--- config.mk ---
export PLATFORM = sky130hd
export DESIGN_NAME = incremental_pid_speed_controller_top_flat
export DESIGN_NICKNAME = d
export VERILOG_FILES = /design/src/design/ipsc_pkg.sv /design/src/design/ipsc_channels.sv /design/src/design/incremental_pid_speed_controller_top.sv /design/src/flat_wrapper.sv
export SDC_FILE = /design/constraint.sdc
export NUM_CORES = 2
export LEC_CHECK = 0
export BUFFER_PORTS_ARGS = -buffer_cell sky130_fd_sc_hd__buf_2
export CELL_PAD_IN_SITES_DETAIL_PLACEMENT = 1
export CELL_PAD_IN_SITES_GLOBAL_PLACEMENT = 2
export CORE_AREA = 2 2 388 390
export CTS_CLUSTER_SIZE = 14
export DETAILED_ROUTE_END_ITERATION = 8
export DIE_AREA = 0 0 390 392
export PLACE_DENSITY_LB_ADDON = 0.1
export SYNTH_ARGS = -nofsm -noshare
export SYNTH_HDL_FRONTEND = slang
export SYNTH_SLANG_ARGS = --single-unit
--- constraint.sdc ---
create_clock -name clk -period 10.55 [get_ports clk]
set_input_delay 0.5275 -clock clk [delete_from_list [all_inputs] [get_ports clk]]
set_output_delay 0.5275 -clock clk [all_outputs]
set_load 0.01 [all_outputs]
--- src/design/ipsc_pkg.sv ---
`default_nettype none

package ipsc_pkg;

  localparam int CENTRE_W   = 8;
  localparam int CENTRE_NUM = 9;
  localparam int ENC_W      = 12;
  localparam int MODE_W     = 2;
  localparam int DUTY_W     = 13;
  localparam int SPEED_W    = 8;
  localparam int DIST_W     = 16;
  localparam int CFG_IDX_W  = 3;
  localparam int CFG_DATA_W = 10;

  localparam logic signed [13:0] DRIVE_LIMIT     = 14'sd5000;
  localparam logic signed [12:0] BANG_THRESHOLD  = 13'sd20;
  localparam logic signed [12:0] TRAVEL_STEP     = 13'sd350;
  localparam logic signed [12:0] REMAINDER_FLOOR = 13'sh1000;

  // floor(n / 10) == (n * RECIP10) >> RECIP_SHIFT for every n below 2^26
  localparam logic [23:0] RECIP10     = 24'd13421773;
  localparam int          RECIP_SHIFT = 27;

  localparam logic [1:0] MODE_CROSSING = 2'd1;
  localparam logic [1:0] MODE_SLOW     = 2'd2;

  localparam logic [7:0] STRAIGHT_RESET  = 8'd70;
  localparam logic [7:0] CURVE_RESET     = 8'd55;
  localparam logic [7:0] SLOW_RESET      = 8'd40;
  localparam logic [7:0] BAND_HIGH_RESET = 8'd52;
  localparam logic [7:0] BAND_LOW_RESET  = 8'd28;

  typedef enum logic [CFG_IDX_W-1:0] {
    CFG_PROP_GAIN,
    CFG_INTEG_GAIN,
    CFG_DERIV_GAIN,
    CFG_STRAIGHT_SPEED,
    CFG_CURVE_SPEED,
    CFG_SLOW_SPEED,
    CFG_BAND_HIGH,
    CFG_BAND_LOW
  } cfg_idx_t;

endpackage

`default_nettype wire

--- src/design/ipsc_channels.sv ---
`default_nettype none

interface ipsc_in_if import ipsc_pkg::*; ();
  logic                       valid;
  logic                       ready;
  logic [CENTRE_W-1:0]        centre_row_a;
  logic [CENTRE_W-1:0]        centre_row_b;
  logic [CENTRE_W-1:0]        centre_row_c;
  logic [CENTRE_W-1:0]        centre_row_d;
  logic [CENTRE_W-1:0]        centre_row_e;
  logic [CENTRE_W-1:0]        centre_row_f;
  logic [CENTRE_W-1:0]        centre_row_g;
  logic [CENTRE_W-1:0]        centre_row_h;
  logic [CENTRE_W-1:0]        centre_row_i;
  logic signed [ENC_W-1:0]    encoder_count;
  logic [MODE_W-1:0]          road_mode;
  logic                       halt;

  modport source (
    output valid, centre_row_a, centre_row_b, centre_row_c, centre_row_d,
           centre_row_e, centre_row_f, centre_row_g, centre_row_h, centre_row_i,
           encoder_count, road_mode, halt,
    input  ready
  );
  modport sink (
    input  valid, centre_row_a, centre_row_b, centre_row_c, centre_row_d,
           centre_row_e, centre_row_f, centre_row_g, centre_row_h, centre_row_i,
           encoder_count, road_mode, halt,
    output ready
  );
endinterface

interface ipsc_out_if import ipsc_pkg::*; ();
  logic               valid;
  logic               ready;
  logic [DUTY_W-1:0]  forward_duty;
  logic [DUTY_W-1:0]  reverse_duty;
  logic [SPEED_W-1:0] target_speed;
  logic [DIST_W-1:0]  distance_units;

  modport source (
    output valid, forward_duty, reverse_duty, target_speed, distance_units,
    input  ready
  );
  modport sink (
    input  valid, forward_duty, reverse_duty, target_speed, distance_units,
    output ready
  );
endinterface

interface ipsc_cfg_if import ipsc_pkg::*; ();
  logic                  valid;
  logic                  ready;
  logic [CFG_IDX_W-1:0]  index;
  logic [CFG_DATA_W-1:0] data;

  modport source (output valid, index, data, input ready);
  modport sink (input valid, index, data, output ready);
endinterface

`default_nettype wire

--- src/design/incremental_pid_speed_controller_top.sv ---
`default_nettype none

// Incremental PID speed controller, one request per control tick. The block is
// a five-register pipeline (input, target/error, gain products, divide by ten,
// result) and takes a new request every cycle while the result side keeps up.
// The error history and travel counter advance in the second stage and the
// drive level in the last, so each feedback path closes within its own stage.
// The configuration port is always ready; write it only while the pipeline is
// empty.
module incremental_pid_speed_controller_top import ipsc_pkg::*; (
  input  wire       clk,
  input  wire       rst_n,
  ipsc_in_if.sink   in_ch,
  ipsc_out_if.source out_ch,
  ipsc_cfg_if.sink  cfg_ch
);

  // Configuration registers
  logic [9:0] prop_gain_r;
  logic [7:0] integ_gain_r;
  logic [9:0] deriv_gain_r;
  logic [7:0] straight_speed_r;
  logic [7:0] curve_speed_r;
  logic [7:0] slow_speed_r;
  logic [7:0] band_high_r;
  logic [7:0] band_low_r;

  assign cfg_ch.ready = 1'b1;

  always_ff @(posedge clk) begin
    if (!rst_n) begin
      prop_gain_r      <= '0;
      integ_gain_r     <= '0;
      deriv_gain_r     <= '0;
      straight_speed_r <= STRAIGHT_RESET;
      curve_speed_r    <= CURVE_RESET;
      slow_speed_r     <= SLOW_RESET;
      band_high_r      <= BAND_HIGH_RESET;
      band_low_r       <= BAND_LOW_RESET;
    end else if (cfg_ch.valid) begin
      case (cfg_idx_t'(cfg_ch.index))
        CFG_PROP_GAIN:      prop_gain_r      <= cfg_ch.data;
        CFG_INTEG_GAIN:     integ_gain_r     <= cfg_ch.data[7:0];
        CFG_DERIV_GAIN:     deriv_gain_r     <= cfg_ch.data;
        CFG_STRAIGHT_SPEED: straight_speed_r <= cfg_ch.data[7:0];
        CFG_CURVE_SPEED:    curve_speed_r    <= cfg_ch.data[7:0];
        CFG_SLOW_SPEED:     slow_speed_r     <= cfg_ch.data[7:0];
        CFG_BAND_HIGH:      band_high_r      <= cfg_ch.data[7:0];
        CFG_BAND_LOW:       band_low_r       <= cfg_ch.data[7:0];
        default: ;
      endcase
    end
  end

  // Pipeline flow control
  logic v0_r, v1_r, v2_r, v3_r, out_valid_r;
  logic rdy1, rdy2, rdy3, rdy4;
  logic load1, load2, load3, load4;

  assign rdy4 = !out_valid_r || out_ch.ready;
  assign rdy3 = !v3_r || rdy4;
  assign rdy2 = !v2_r || rdy3;
  assign rdy1 = !v1_r || rdy2;
  assign in_ch.ready = !v0_r || rdy1;

  assign load1 = v0_r && rdy1;
  assign load2 = v1_r && rdy2;
  assign load3 = v2_r && rdy3;
  assign load4 = v3_r && rdy4;

  always_ff @(posedge clk) begin
    if (!rst_n) begin
      v0_r        <= 1'b0;
      v1_r        <= 1'b0;
      v2_r        <= 1'b0;
      v3_r        <= 1'b0;
      out_valid_r <= 1'b0;
    end else begin
      if (in_ch.ready) v0_r        <= in_ch.valid;
      if (rdy1)        v1_r        <= v0_r;
      if (rdy2)        v2_r        <= v1_r;
      if (rdy3)        v3_r        <= v2_r;
      if (rdy4)        out_valid_r <= v3_r;
    end
  end

  // Stage 0: input register
  logic [CENTRE_W-1:0]     centre_r [CENTRE_NUM];
  logic signed [ENC_W-1:0] enc0_r;
  logic [MODE_W-1:0]       mode0_r;
  logic                    halt0_r;

  always_ff @(posedge clk) begin
    if (in_ch.ready && in_ch.valid) begin
      centre_r[0] <= in_ch.centre_row_a;
      centre_r[1] <= in_ch.centre_row_b;
      centre_r[2] <= in_ch.centre_row_c;
      centre_r[3] <= in_ch.centre_row_d;
      centre_r[4] <= in_ch.centre_row_e;
      centre_r[5] <= in_ch.centre_row_f;
      centre_r[6] <= in_ch.centre_row_g;
      centre_r[7] <= in_ch.centre_row_h;
      centre_r[8] <= in_ch.centre_row_i;
      enc0_r      <= in_ch.encoder_count;
      mode0_r     <= in_ch.road_mode;
      halt0_r     <= in_ch.halt;
    end
  end

  // Stage 1: target choice, error history, travel
  logic [11:0]        centre_sum;
  logic [12:0]        high_edge;
  logic [11:0]        low_edge;
  logic               off_band;
  logic [7:0]         target_nxt;
  logic               straight_nxt;
  logic signed [12:0] e0_nxt;
  logic signed [13:0] speed;
  logic signed [13:0] rem_sum;
  logic signed [12:0] rem_nxt;
  logic               step_hit;

  logic signed [12:0] hist_r [3];
  logic signed [12:0] rem_r;
  logic [DIST_W-1:0]  travel_count_r;
  logic [7:0]         target1_r;
  logic               straight1_r;
  logic               halt1_r;

  always_comb begin
    centre_sum = '0;
    for (int k = 0; k < CENTRE_NUM; k++) begin
      centre_sum = centre_sum + 12'(centre_r[k]);
    end
    // compare the sum against nine times each band edge instead of dividing
    high_edge = ({4'b0, band_high_r} + 13'd1) * 13'd9;
    low_edge  = {4'b0, band_low_r} * 12'd9;
    off_band  = ({1'b0, centre_sum} >= high_edge) || (centre_sum < low_edge);

    straight_nxt = 1'b0;
    if (mode0_r == MODE_SLOW) begin
      target_nxt = slow_speed_r;
    end else if (mode0_r != MODE_CROSSING && off_band) begin
      target_nxt = curve_speed_r;
    end else begin
      target_nxt   = straight_speed_r;
      straight_nxt = 1'b1;
    end

    e0_nxt = $signed({5'b0, target_nxt}) + 13'(enc0_r);
    speed  = -14'(enc0_r);

    rem_sum  = 14'(rem_r) + speed;
    step_hit = rem_sum > 14'(TRAVEL_STEP);
    if (step_hit) begin
      rem_nxt = '0;
    end else if (rem_sum < 14'(REMAINDER_FLOOR)) begin
      rem_nxt = REMAINDER_FLOOR;
    end else begin
      rem_nxt = 13'(rem_sum);
    end
  end

  always_ff @(posedge clk) begin
    if (!rst_n) begin
      hist_r[0]      <= '0;
      hist_r[1]      <= '0;
      hist_r[2]      <= '0;
      rem_r          <= '0;
      travel_count_r <= '0;
    end else if (load1) begin
      hist_r[2] <= hist_r[1];
      hist_r[1] <= hist_r[0];
      hist_r[0] <= e0_nxt;
      rem_r     <= rem_nxt;
      if (step_hit) travel_count_r <= travel_count_r + 1'b1;
    end
  end

  always_ff @(posedge clk) begin
    if (load1) begin
      target1_r   <= target_nxt;
      straight1_r <= straight_nxt;
      halt1_r     <= halt0_r;
    end
  end

  // Stage 2: gain products
  logic signed [13:0] diff1;
  logic signed [14:0] diff2;
  logic signed [21:0] iprod;
  logic signed [24:0] pprod;
  logic signed [25:0] dprod;

  logic signed [21:0] iprod2_r;
  logic signed [24:0] pprod2_r;
  logic signed [25:0] dprod2_r;
  logic signed [12:0] e0_2_r;
  logic [7:0]         target2_r;
  logic               straight2_r;
  logic               halt2_r;
  logic [DIST_W-1:0]  dist2_r;

  always_comb begin
    diff1 = 14'(hist_r[0]) - 14'(hist_r[1]);
    diff2 = 15'(hist_r[0]) - (15'(hist_r[1]) <<< 1) + 15'(hist_r[2]);
    iprod = 22'(hist_r[0]) * $signed({14'b0, integ_gain_r});
    pprod = 25'(diff1) * $signed({15'b0, prop_gain_r});
    dprod = 26'(diff2) * $signed({16'b0, deriv_gain_r});
  end

  always_ff @(posedge clk) begin
    if (load2) begin
      iprod2_r    <= iprod;
      pprod2_r    <= pprod;
      dprod2_r    <= dprod;
      e0_2_r      <= hist_r[0];
      target2_r   <= target1_r;
      straight2_r <= straight1_r;
      halt2_r     <= halt1_r;
      dist2_r     <= travel_count_r;
    end
  end

  // Stage 3: divide P and D by ten, truncating toward zero
  function automatic logic signed [21:0] div10(input logic signed [25:0] n);
    logic [25:0] mag;
    logic [47:0] prod;
    logic [20:0] quo;
    mag  = n[25] ? 26'(-n) : 26'(n);
    prod = mag[23:0] * RECIP10;
    quo  = prod[RECIP_SHIFT+20:RECIP_SHIFT];
    return n[25] ? -$signed({1'b0, quo}) : $signed({1'b0, quo});
  endfunction

  logic signed [21:0] i3_r;
  logic signed [21:0] p3_r;
  logic signed [21:0] d3_r;
  logic signed [12:0] e0_3_r;
  logic [7:0]         target3_r;
  logic               straight3_r;
  logic               halt3_r;
  logic [DIST_W-1:0]  dist3_r;

  always_ff @(posedge clk) begin
    if (load3) begin
      i3_r        <= iprod2_r;
      p3_r        <= div10(26'(pprod2_r));
      d3_r        <= div10(dprod2_r);
      e0_3_r      <= e0_2_r;
      target3_r   <= target2_r;
      straight3_r <= straight2_r;
      halt3_r     <= halt2_r;
      dist3_r     <= dist2_r;
    end
  end

  // Stage 4: accumulate drive, override, clamp, split into duties
  logic signed [24:0] drive_sum;
  logic signed [24:0] drive_sel;
  logic signed [13:0] drive_nxt;
  logic [DUTY_W-1:0]  fwd_nxt;
  logic [DUTY_W-1:0]  rev_nxt;

  logic signed [13:0] drive_r;
  logic [DUTY_W-1:0]  fwd_r;
  logic [DUTY_W-1:0]  rev_r;
  logic [SPEED_W-1:0] target_out_r;
  logic [DIST_W-1:0]  dist_out_r;

  always_comb begin
    drive_sum = 25'(drive_r) + 25'(i3_r) + 25'(p3_r) + 25'(d3_r);
    drive_sel = drive_sum;
    if (e0_3_r >= BANG_THRESHOLD && straight3_r) drive_sel = 25'(DRIVE_LIMIT);
    if (e0_3_r <= -BANG_THRESHOLD) drive_sel = -25'(DRIVE_LIMIT);

    if (drive_sel > 25'(DRIVE_LIMIT)) begin
      drive_nxt = DRIVE_LIMIT;
    end else if (drive_sel < -25'(DRIVE_LIMIT)) begin
      drive_nxt = -DRIVE_LIMIT;
    end else begin
      drive_nxt = 14'(drive_sel);
    end

    fwd_nxt = '0;
    rev_nxt = '0;
    if (!halt3_r) begin
      if (drive_nxt > 14'sd0) begin
        fwd_nxt = 13'(drive_nxt);
      end else begin
        rev_nxt = 13'(-drive_nxt);
      end
    end
  end

  always_ff @(posedge clk) begin
    if (!rst_n) begin
      drive_r <= '0;
    end else if (load4) begin
      drive_r <= drive_nxt;
    end
  end

  always_ff @(posedge clk) begin
    if (load4) begin
      fwd_r        <= fwd_nxt;
      rev_r        <= rev_nxt;
      target_out_r <= target3_r;
      dist_out_r   <= dist3_r;
    end
  end

  assign out_ch.valid          = out_valid_r;
  assign out_ch.forward_duty   = fwd_r;
  assign out_ch.reverse_duty   = rev_r;
  assign out_ch.target_speed   = target_out_r;
  assign out_ch.distance_units = dist_out_r;

  // Checks
  a_drive_in_range: assert property (@(posedge clk) disable iff (!rst_n)
    (drive_r <= DRIVE_LIMIT) && (drive_r >= -DRIVE_LIMIT))
    else $error("drive level outside limit");

  a_remainder_in_range: assert property (@(posedge clk) disable iff (!rst_n)
    (rem_r <= TRAVEL_STEP) && (rem_r >= REMAINDER_FLOOR))
    else $error("travel remainder outside range");

  a_state_holds_without_advance: assert property (@(posedge clk) disable iff (!rst_n)
    !load1 |=> $stable(travel_count_r) && $stable(rem_r) && $stable(hist_r[0]))
    else $error("error history or travel changed without a request advancing");

endmodule

`default_nettype wire

--- src/flat_wrapper.sv ---
// flat-port wrapper written by rule: the top's interface ports become plain ports
module incremental_pid_speed_controller_top_flat import ipsc_pkg::*;
  (clk, rst_n, in_ch_valid, in_ch_centre_row_a, in_ch_centre_row_b, in_ch_centre_row_c, in_ch_centre_row_d, in_ch_centre_row_e, in_ch_centre_row_f, in_ch_centre_row_g, in_ch_centre_row_h, in_ch_centre_row_i, in_ch_encoder_count, in_ch_road_mode, in_ch_halt, in_ch_ready, out_ch_valid, out_ch_forward_duty, out_ch_reverse_duty, out_ch_target_speed, out_ch_distance_units, out_ch_ready, cfg_ch_valid, cfg_ch_index, cfg_ch_data, cfg_ch_ready);
  ipsc_in_if in_ch_i ();
  ipsc_out_if out_ch_i ();
  ipsc_cfg_if cfg_ch_i ();
  input  wire clk;
  input  wire rst_n;
  input wire logic [$bits(in_ch_i.valid)-1:0] in_ch_valid;
  input wire logic [$bits(in_ch_i.centre_row_a)-1:0] in_ch_centre_row_a;
  input wire logic [$bits(in_ch_i.centre_row_b)-1:0] in_ch_centre_row_b;
  input wire logic [$bits(in_ch_i.centre_row_c)-1:0] in_ch_centre_row_c;
  input wire logic [$bits(in_ch_i.centre_row_d)-1:0] in_ch_centre_row_d;
  input wire logic [$bits(in_ch_i.centre_row_e)-1:0] in_ch_centre_row_e;
  input wire logic [$bits(in_ch_i.centre_row_f)-1:0] in_ch_centre_row_f;
  input wire logic [$bits(in_ch_i.centre_row_g)-1:0] in_ch_centre_row_g;
  input wire logic [$bits(in_ch_i.centre_row_h)-1:0] in_ch_centre_row_h;
  input wire logic [$bits(in_ch_i.centre_row_i)-1:0] in_ch_centre_row_i;
  input wire logic [$bits(in_ch_i.encoder_count)-1:0] in_ch_encoder_count;
  input wire logic [$bits(in_ch_i.road_mode)-1:0] in_ch_road_mode;
  input wire logic [$bits(in_ch_i.halt)-1:0] in_ch_halt;
  output wire logic [$bits(in_ch_i.ready)-1:0] in_ch_ready;
  output wire logic [$bits(out_ch_i.valid)-1:0] out_ch_valid;
  output wire logic [$bits(out_ch_i.forward_duty)-1:0] out_ch_forward_duty;
  output wire logic [$bits(out_ch_i.reverse_duty)-1:0] out_ch_reverse_duty;
  output wire logic [$bits(out_ch_i.target_speed)-1:0] out_ch_target_speed;
  output wire logic [$bits(out_ch_i.distance_units)-1:0] out_ch_distance_units;
  input wire logic [$bits(out_ch_i.ready)-1:0] out_ch_ready;
  input wire logic [$bits(cfg_ch_i.valid)-1:0] cfg_ch_valid;
  input wire logic [$bits(cfg_ch_i.index)-1:0] cfg_ch_index;
  input wire logic [$bits(cfg_ch_i.data)-1:0] cfg_ch_data;
  output wire logic [$bits(cfg_ch_i.ready)-1:0] cfg_ch_ready;
  assign in_ch_i.valid = in_ch_valid;
  assign in_ch_i.centre_row_a = in_ch_centre_row_a;
  assign in_ch_i.centre_row_b = in_ch_centre_row_b;
  assign in_ch_i.centre_row_c = in_ch_centre_row_c;
  assign in_ch_i.centre_row_d = in_ch_centre_row_d;
  assign in_ch_i.centre_row_e = in_ch_centre_row_e;
  assign in_ch_i.centre_row_f = in_ch_centre_row_f;
  assign in_ch_i.centre_row_g = in_ch_centre_row_g;
  assign in_ch_i.centre_row_h = in_ch_centre_row_h;
  assign in_ch_i.centre_row_i = in_ch_centre_row_i;
  assign in_ch_i.encoder_count = in_ch_encoder_count;
  assign in_ch_i.road_mode = in_ch_road_mode;
  assign in_ch_i.halt = in_ch_halt;
  assign in_ch_ready = in_ch_i.ready;
  assign out_ch_valid = out_ch_i.valid;
  assign out_ch_forward_duty = out_ch_i.forward_duty;
  assign out_ch_reverse_duty = out_ch_i.reverse_duty;
  assign out_ch_target_speed = out_ch_i.target_speed;
  assign out_ch_distance_units = out_ch_i.distance_units;
  assign out_ch_i.ready = out_ch_ready;
  assign cfg_ch_i.valid = cfg_ch_valid;
  assign cfg_ch_i.index = cfg_ch_index;
  assign cfg_ch_i.data = cfg_ch_data;
  assign cfg_ch_ready = cfg_ch_i.ready;
  incremental_pid_speed_controller_top u_core (.clk(clk), .rst_n(rst_n), .in_ch(in_ch_i), .out_ch(out_ch_i), .cfg_ch(cfg_ch_i));
endmodule
# After elaboration in Yosys (flattened, before gate mapping)
# Memory sizes are Yosys's and may differ from the RTL's.
# Index checks and enable logic that the tools add are counted.
totals:
  regBits: 408
  ramBits: 111
  in_bits: 105
  output_inout_bits: 53
  elab_cells: 151
  mem_count: 2
classes:
  n_addsub: 24
  n_mul: 7
  magnitude_cmp: 9
  eq_ne: 9
  n_mux: 22
  n_bitwise: 4
  n_reduce_logical: 30
memory_table:
  columns: ["memory", "depth", "width", "read_ports", "rd_ports_with_merged_regs", "write_ports", "line_no", "source"]
  rows:
  - ["u_core.centre_r", 9, 8, 9, 0, 9, "incremental_pid_speed_controller_top.sv:88", "logic [CENTRE_W-1:0] centre_r [CENTRE_NUM];"]
  - ["u_core.hist_r", 3, 13, 3, 0, 3, "incremental_pid_speed_controller_top.sv:123", "logic signed [12:0] hist_r [3];"]
ops:
  columns: ["cell", "n"]
  rows:
  - ["$mul 24x24->48 const B", 2]
  - ["$add 12x8->12", 7]
  - ["$mux 13", 5]
  - ["$mux 25", 2]
  - ["$mux 24", 2]
  - ["$neg 24->24", 2]
  - ["$neg 21->22", 2]
  - ["$mux 21", 2]
  - ["$mux 14", 2]
  - ["$mul 15x11->26", 1]
  - ["$add 25x22->25", 1]
  - ["$gt 25x14->1 const B", 1]
  - ["$lt 25x14->1 const B", 1]
  - ["$mul 14x11->25", 1]
  - ["$add 23x22->24", 1]
  - ["$add 14x22->23", 1]
  - ["$mul 13x9->22", 1]
  - ["$reduce_and 2->1", 9]
  - ["$add 16x1->16 const B", 1]
  - ["$mux 8", 2]
  - ["$add 15x13->15", 1]
  - ["$sub 13x14->15", 1]
  - ["$add 13x14->14", 1]
  - ["$gt 14x1->1 const B", 1]
  - ["other kinds (27)", 55]

# Longest topological paths before layout
# An unclocked memory read counts as a cell.
logic_depth:
  depth_word: 16
  ltp_mapped: 42
  ltp_nobuf: 41

# Least setup slack after synthesis
# No wires, ideal clock.
synth_timing:
  path_type: "register to register"
  startpoint: "register u_core.dprod2_r[4]"
  endpoint: "register u_core.d3_r[19] (data pin)"
  setup_time_ns: 0.260
  t_arrival_ns: 8.907
  required_ns: 10.290
  setup_slack_ns: 1.383
  path_stages_with_launch: 31
  n_path_buf: 0
  synth_period_minus_slack_ns: 9.167
  path_cell_list: "edfxtp_1 > or4_1 > or3_1 > or3_1 > nand2b_1 > o31ai_1 > xnor2_1 > ha_1 > inv_1 > fa_1 > fa_1 > inv_1 > fa_1 > fa_1 > inv_1 > fa_1 > fa_1 > inv_1 > ha_1 > and4_1 > and3_1 > a211oi_1 > a2bb2oi_1 > o211ai_1 > a21oi_1 > xor2_1 > or3b_2 > nor3_1 > and3_1 > o221ai_1 > xnor2_1"
synth_between:
  elab_chain_len: 5
synth_rtl:
  columns: ["element", "line_no", "source"]
  rows:
  - ["start, declared", "incremental_pid_speed_controller_top.sv:197", "logic signed [25:0] dprod2_r;"]
  - ["start signal, assigned", "incremental_pid_speed_controller_top.sv:216", "dprod2_r <= dprod;"]
  - ["$neg 24->24", "incremental_pid_speed_controller_top.sv:230", "mag = n[25] ? 26'(-n) : 26'(n);"]
  - ["$mux 24 (*)", "incremental_pid_speed_controller_top.sv:230", null]
  - ["$mul 24x24->48 (*)", "incremental_pid_speed_controller_top.sv:231", "prod = mag[23:0] * RECIP10;"]
  - ["$neg 21->22", "incremental_pid_speed_controller_top.sv:233", "return n[25] ? -$signed({1'b0, quo}) : $signed({1'b0, quo});"]
  - ["$mux 21 (*)", "incremental_pid_speed_controller_top.sv:233", null]
  - ["end signal, assigned", "incremental_pid_speed_controller_top.sv:249", "d3_r <= div10(dprod2_r);"]
  - ["end, declared", "incremental_pid_speed_controller_top.sv:238", "logic signed [21:0] d3_r;"]
# Every way passes the cells marked *; elsewhere a longest branch is shown, timed or not.
# A chain may end at the register's enable or synchronous reset.

# Worst setup path after layout
# Ends and elaborated chain as after synthesis.

==> reports/summary.txt <==
RUN STATUS
--------------------------------------------------------------------------------
Run status ........................................................ finished clean

CRITICAL PATH
--------------------------------------------------------------------------------
Capturing point of the worst reg2reg path ......................... u_core.d3_r[19]
Critical path launch point ........................................ u_core.dprod2_r[4]
Critical path's most frequent cell ................................         fa_1
Type of the worst setup path ......................................   reg -> reg
Worst endpoint data arrival time ..................................     10.33 ns
Worst stage delay on the critical path ............................      0.59 ns
Worst R2R Setup Slack .............................................      0.62 ns
Required time of the worst setup path .............................     10.95 ns
Length in cells of the worst reg-to-reg path ......................           31
Launching point of the worst reg2reg path ......................... u_core.dprod2_r[4]
Setup crit start kind .............................................         flop
Maximum fanout count along the critical path ......................            6
Worst-path cell with the longest stage delay ......................        or4_1
Worst setup EP type ...............................................         flop

FLOORPLANNING
--------------------------------------------------------------------------------
Ports placed on the boundary ......................................          158
Initial cell density of the core ..................................       42.81%
Area of the placeable core ........................................   148900 um2
Rows ..............................................................          142
Total die area ....................................................   152900 um2
Die width .........................................................       390 um
Die boundary height ...............................................       392 um

MIN PATH
--------------------------------------------------------------------------------
Min-Delay Startpoint .............................................. in_ch_encoder_count[9]
Worst Hold Path EP ................................................ u_core.enc0_r[9]
Hold crit path type ...............................................    in -> reg
WHS Path Cells ....................................................            1

LOGIC SYNTHESIS
--------------------------------------------------------------------------------
Number of register bits inferred by synthesis .....................          518
Gate Count Post-Synth .............................................         6316
Synthesized area per cell .........................................    10.09 um2
Post-synth cell types .............................................           98
Synthesized netlist net count .....................................         8148
Cell Area, Synth ..................................................    63730 um2
Area share of the largest cell type after synthesis ...............       27.70%
Number of synthesized flops with an enable pin ....................          402
Top area cells in the synthesized netlist ......................... fa_1, edfxtp_1, ha_1
Yosys warnings ....................................................            0
Asr flop ratio synth ..............................................           0%
Synth area leader .................................................         fa_1
Commonest register cell after synthesis ...........................     edfxtp_1
Proportion of synthesized chip area in sequential cells ...........       22.58%

CELLS AND AREA
--------------------------------------------------------------------------------
Commonest non-fill, non-tap cell in the layout ....................        inv_1
Post-Layout Inst Area .............................................    70330 um2
Most frequent cells in the layout ................................. inv_1, fa_1, ha_1, nand2_1, edfxtp_1
Number of fill cells ..............................................        16564
Area of combinational cells with multiple inputs ..................    43960 um2
Area growth from synthesis to final layout ........................       10.35%
Register cell area after layout ...................................    14390 um2
Net count reported at finish ......................................         8408
Share of layout cells above drive strength 1 ......................       6.171%
Non-filler instance count after layout ............................         8575

ROUTING
--------------------------------------------------------------------------------
Post-route DRC violation count ....................................            0
Total wire length after detailed routing ..........................     180.3 mm
Post-route ant nets ...............................................            0
Via count of the routed design ....................................        44890
Average routed wire per standard cell .............................     21.03 um
DR iter-0 viols ...................................................         1939
Routed vias/inst ..................................................        5.235
Number of iterations in the first detailed-routing pass ...........            5

GLOBAL ROUTING
--------------------------------------------------------------------------------
Pin count of the biggest net entering global routing ..............           74
Global route overflow .............................................            0
Global router's overall resource usage ............................       24.16%
Number of antenna violations at the first check in global routing .           11
Via count of the first global-routing pass ........................        49596
Wire length of the first global-routing pass ......................     285.9 mm

PLACED DESIGN
--------------------------------------------------------------------------------
Total of buffers placed on input and output ports .................          156
Placed cell count .................................................         8367
Cell area reported after detailed placement .......................    67110 um2
Post-detailed-placement half-perimeter wirelength .................     149.0 mm
Last weighted congestion value of the routability-driven placer ...       0.9142

CLOCK TREE
--------------------------------------------------------------------------------
Sink count of the clock tree ......................................          518
Clock-pin transition on the worst setup and hold timing paths .....      0.06 ns
Number of buffers inserted during clock tree synthesis ............           66
Level count of the clock H-tree ...................................            3
Post-CTS Setup Inserts ............................................            0
Master cell of the clock root buffer ..............................    clkbuf_16
Maximum root-to-sink buffer count .................................            3
CTS tree ..........................................................         done
Clock insertion delay at the later pin of the skew report .........      0.69 ns

TIMING
--------------------------------------------------------------------------------
Final critical path time including I/O delays and setup ...........     9.932 ns
Setup repair after global routing missed its margin ...............        false
Count of final hold-check violations ..............................            0
Final Slew Violations .............................................            0
Setup Total Neg Slack .............................................         0 ns
Transition time at the pin with the least slew margin .............     1.272 ns
Worst slew margin relative to its limit ...........................       14.59%
FMAX ..............................................................   0.1007 GHz
Clock skew ........................................................   0.08547 ns
Number of failing setup endpoints in the final timing report ......            0
Final worst-path cycle share ......................................       94.15%

JOB
--------------------------------------------------------------------------------
Number of max-capacitance violations reported .....................            0

-- cells in the mapped netlist, drive strengths merged (40+ instances only) --
cell type / instances
nand2: 465
nor2b: 72
dfxtp: 116
inv: 1325
clkbuf: 120
ha: 845
nand3: 111
and3: 43
o21a: 40
xor2: 65
nor2: 250
fa: 882
o21ai: 172
a21oi: 236
a21o: 75
a211oi: 42
nand2b: 45
and2: 225
edfxtp: 402
nor3: 89
o211ai: 42
xnor2: 204
-- how the worst max path moves through the flow --
stage	to	slack (ns)	cells past startpoint
finish	u_core.d3_r[19]	0.62	31
global route	u_core.d3_r[20]	0.02	30
CTS	u_core.d3_r[20]	0.42	28
detailed placement	u_core.d3_r[20]	0.47	28
global placement	u_core.d3_r[20]	0.70	28
floorplan	u_core.d3_r[19]	1.38	30
-- area by class of cell --
type | count | area share, %
multi-input cells | 4341 | 62.51
flip-flops and latches | 518 | 20.47
inverters | 1325 | 7.075
well taps | 1944 | 3.458
repair buffers | 324 | 3.206
clock buffers | 84 | 2.473
clock inverters | 36 | 0.8041
diodes | 3 | 0.01067
-- registers in the layout, indices dropped and copies added, names as in the netlist, 10 cells and up --
register	flops
u_core.p3_r	22
u_core.i3_r	22
u_core.e0_2_r	13
u_core.dprod2_r	25
u_core.dist2_r	16
u_core.out_ch.reverse_duty	13
u_core.enc0_r	12
u_core.out_ch.forward_duty	13
u_core.hist_r	39
u_core.d3_r	22
u_core.rem_r	13
u_core.iprod2_r	22
u_core.pprod2_r	25
u_core.out_ch.distance_units	16
u_core.drive_r	14
u_core.dist3_r	16
u_core.centre_r	72
u_core.e0_3_r	13
u_core.travel_count_r	16
u_core.prop_gain_r	10
u_core.deriv_gain_r	10
-- cells by family (layout without fill, tap and decap cells) --
| logic type | Yosys count | in the layout | share of synthesized area [%] |
|---|---|---|---|
| adder cells (fa/ha/maj) | 1727 | 1727 | 44.29 |
| buffers and inverters | 1457 | 1769 | 8.606 |
| AND/OR/NAND/NOR | 1451 | 1451 | 11.29 |
| AO/OA/AOI/OAI | 879 | 879 | 9.297 |
| flip-flops | 518 | 518 | 22.58 |
| XOR/XNOR | 269 | 269 | 3.697 |
| multiplexers | 14 | 14 | 0.2238 |
| other | 1 | 4 | 0.005884 |
-- worst max-delay path: cells and delay by family, from the launching register on --
family | cells | cell delay, ns
buf+inv | 5 | 0.40
simple gates | 9 | 2.87
fa+ha+maj | 8 | 3.77
xor+xnor | 3 | 0.57
compound gates | 6 | 1.57
flops | 1 | 0.45
-- per-layer routing --
layer	share of wire [%]	vias to the layer above	track usage, %
li1	-	21173	-
met1	48	22889	33.96
met2	47	670	40.33
met3	3.6	156	3.008
met4	1.7	2	4.402
met5	0.0094	-	0
-- metrics by stage --
step	worst slack [ns]	util, %	hold WS, ns
after floorplan	1.383	-	0.4003
after global placement	0.7026	45.08	0.4007
after detailed placement	0.4678	45.08	0.4063
after CTS	0.4186	47.20	0.01205
after global routing	0.02345	47.23	0.02851
final	0.6176	47.24	0.05971
-- what timing repair did --
item | in CTS | in global routing
hold buffers | 85 | 0
gates resized for setup | 0 | 8
endpoints found under the setup margin | 0 | 11
endpoints found under the hold margin | 85 | 0
Power is not shown: default switching activity piles up to over one toggle a cycle in this logic, so the estimate is an artifact.
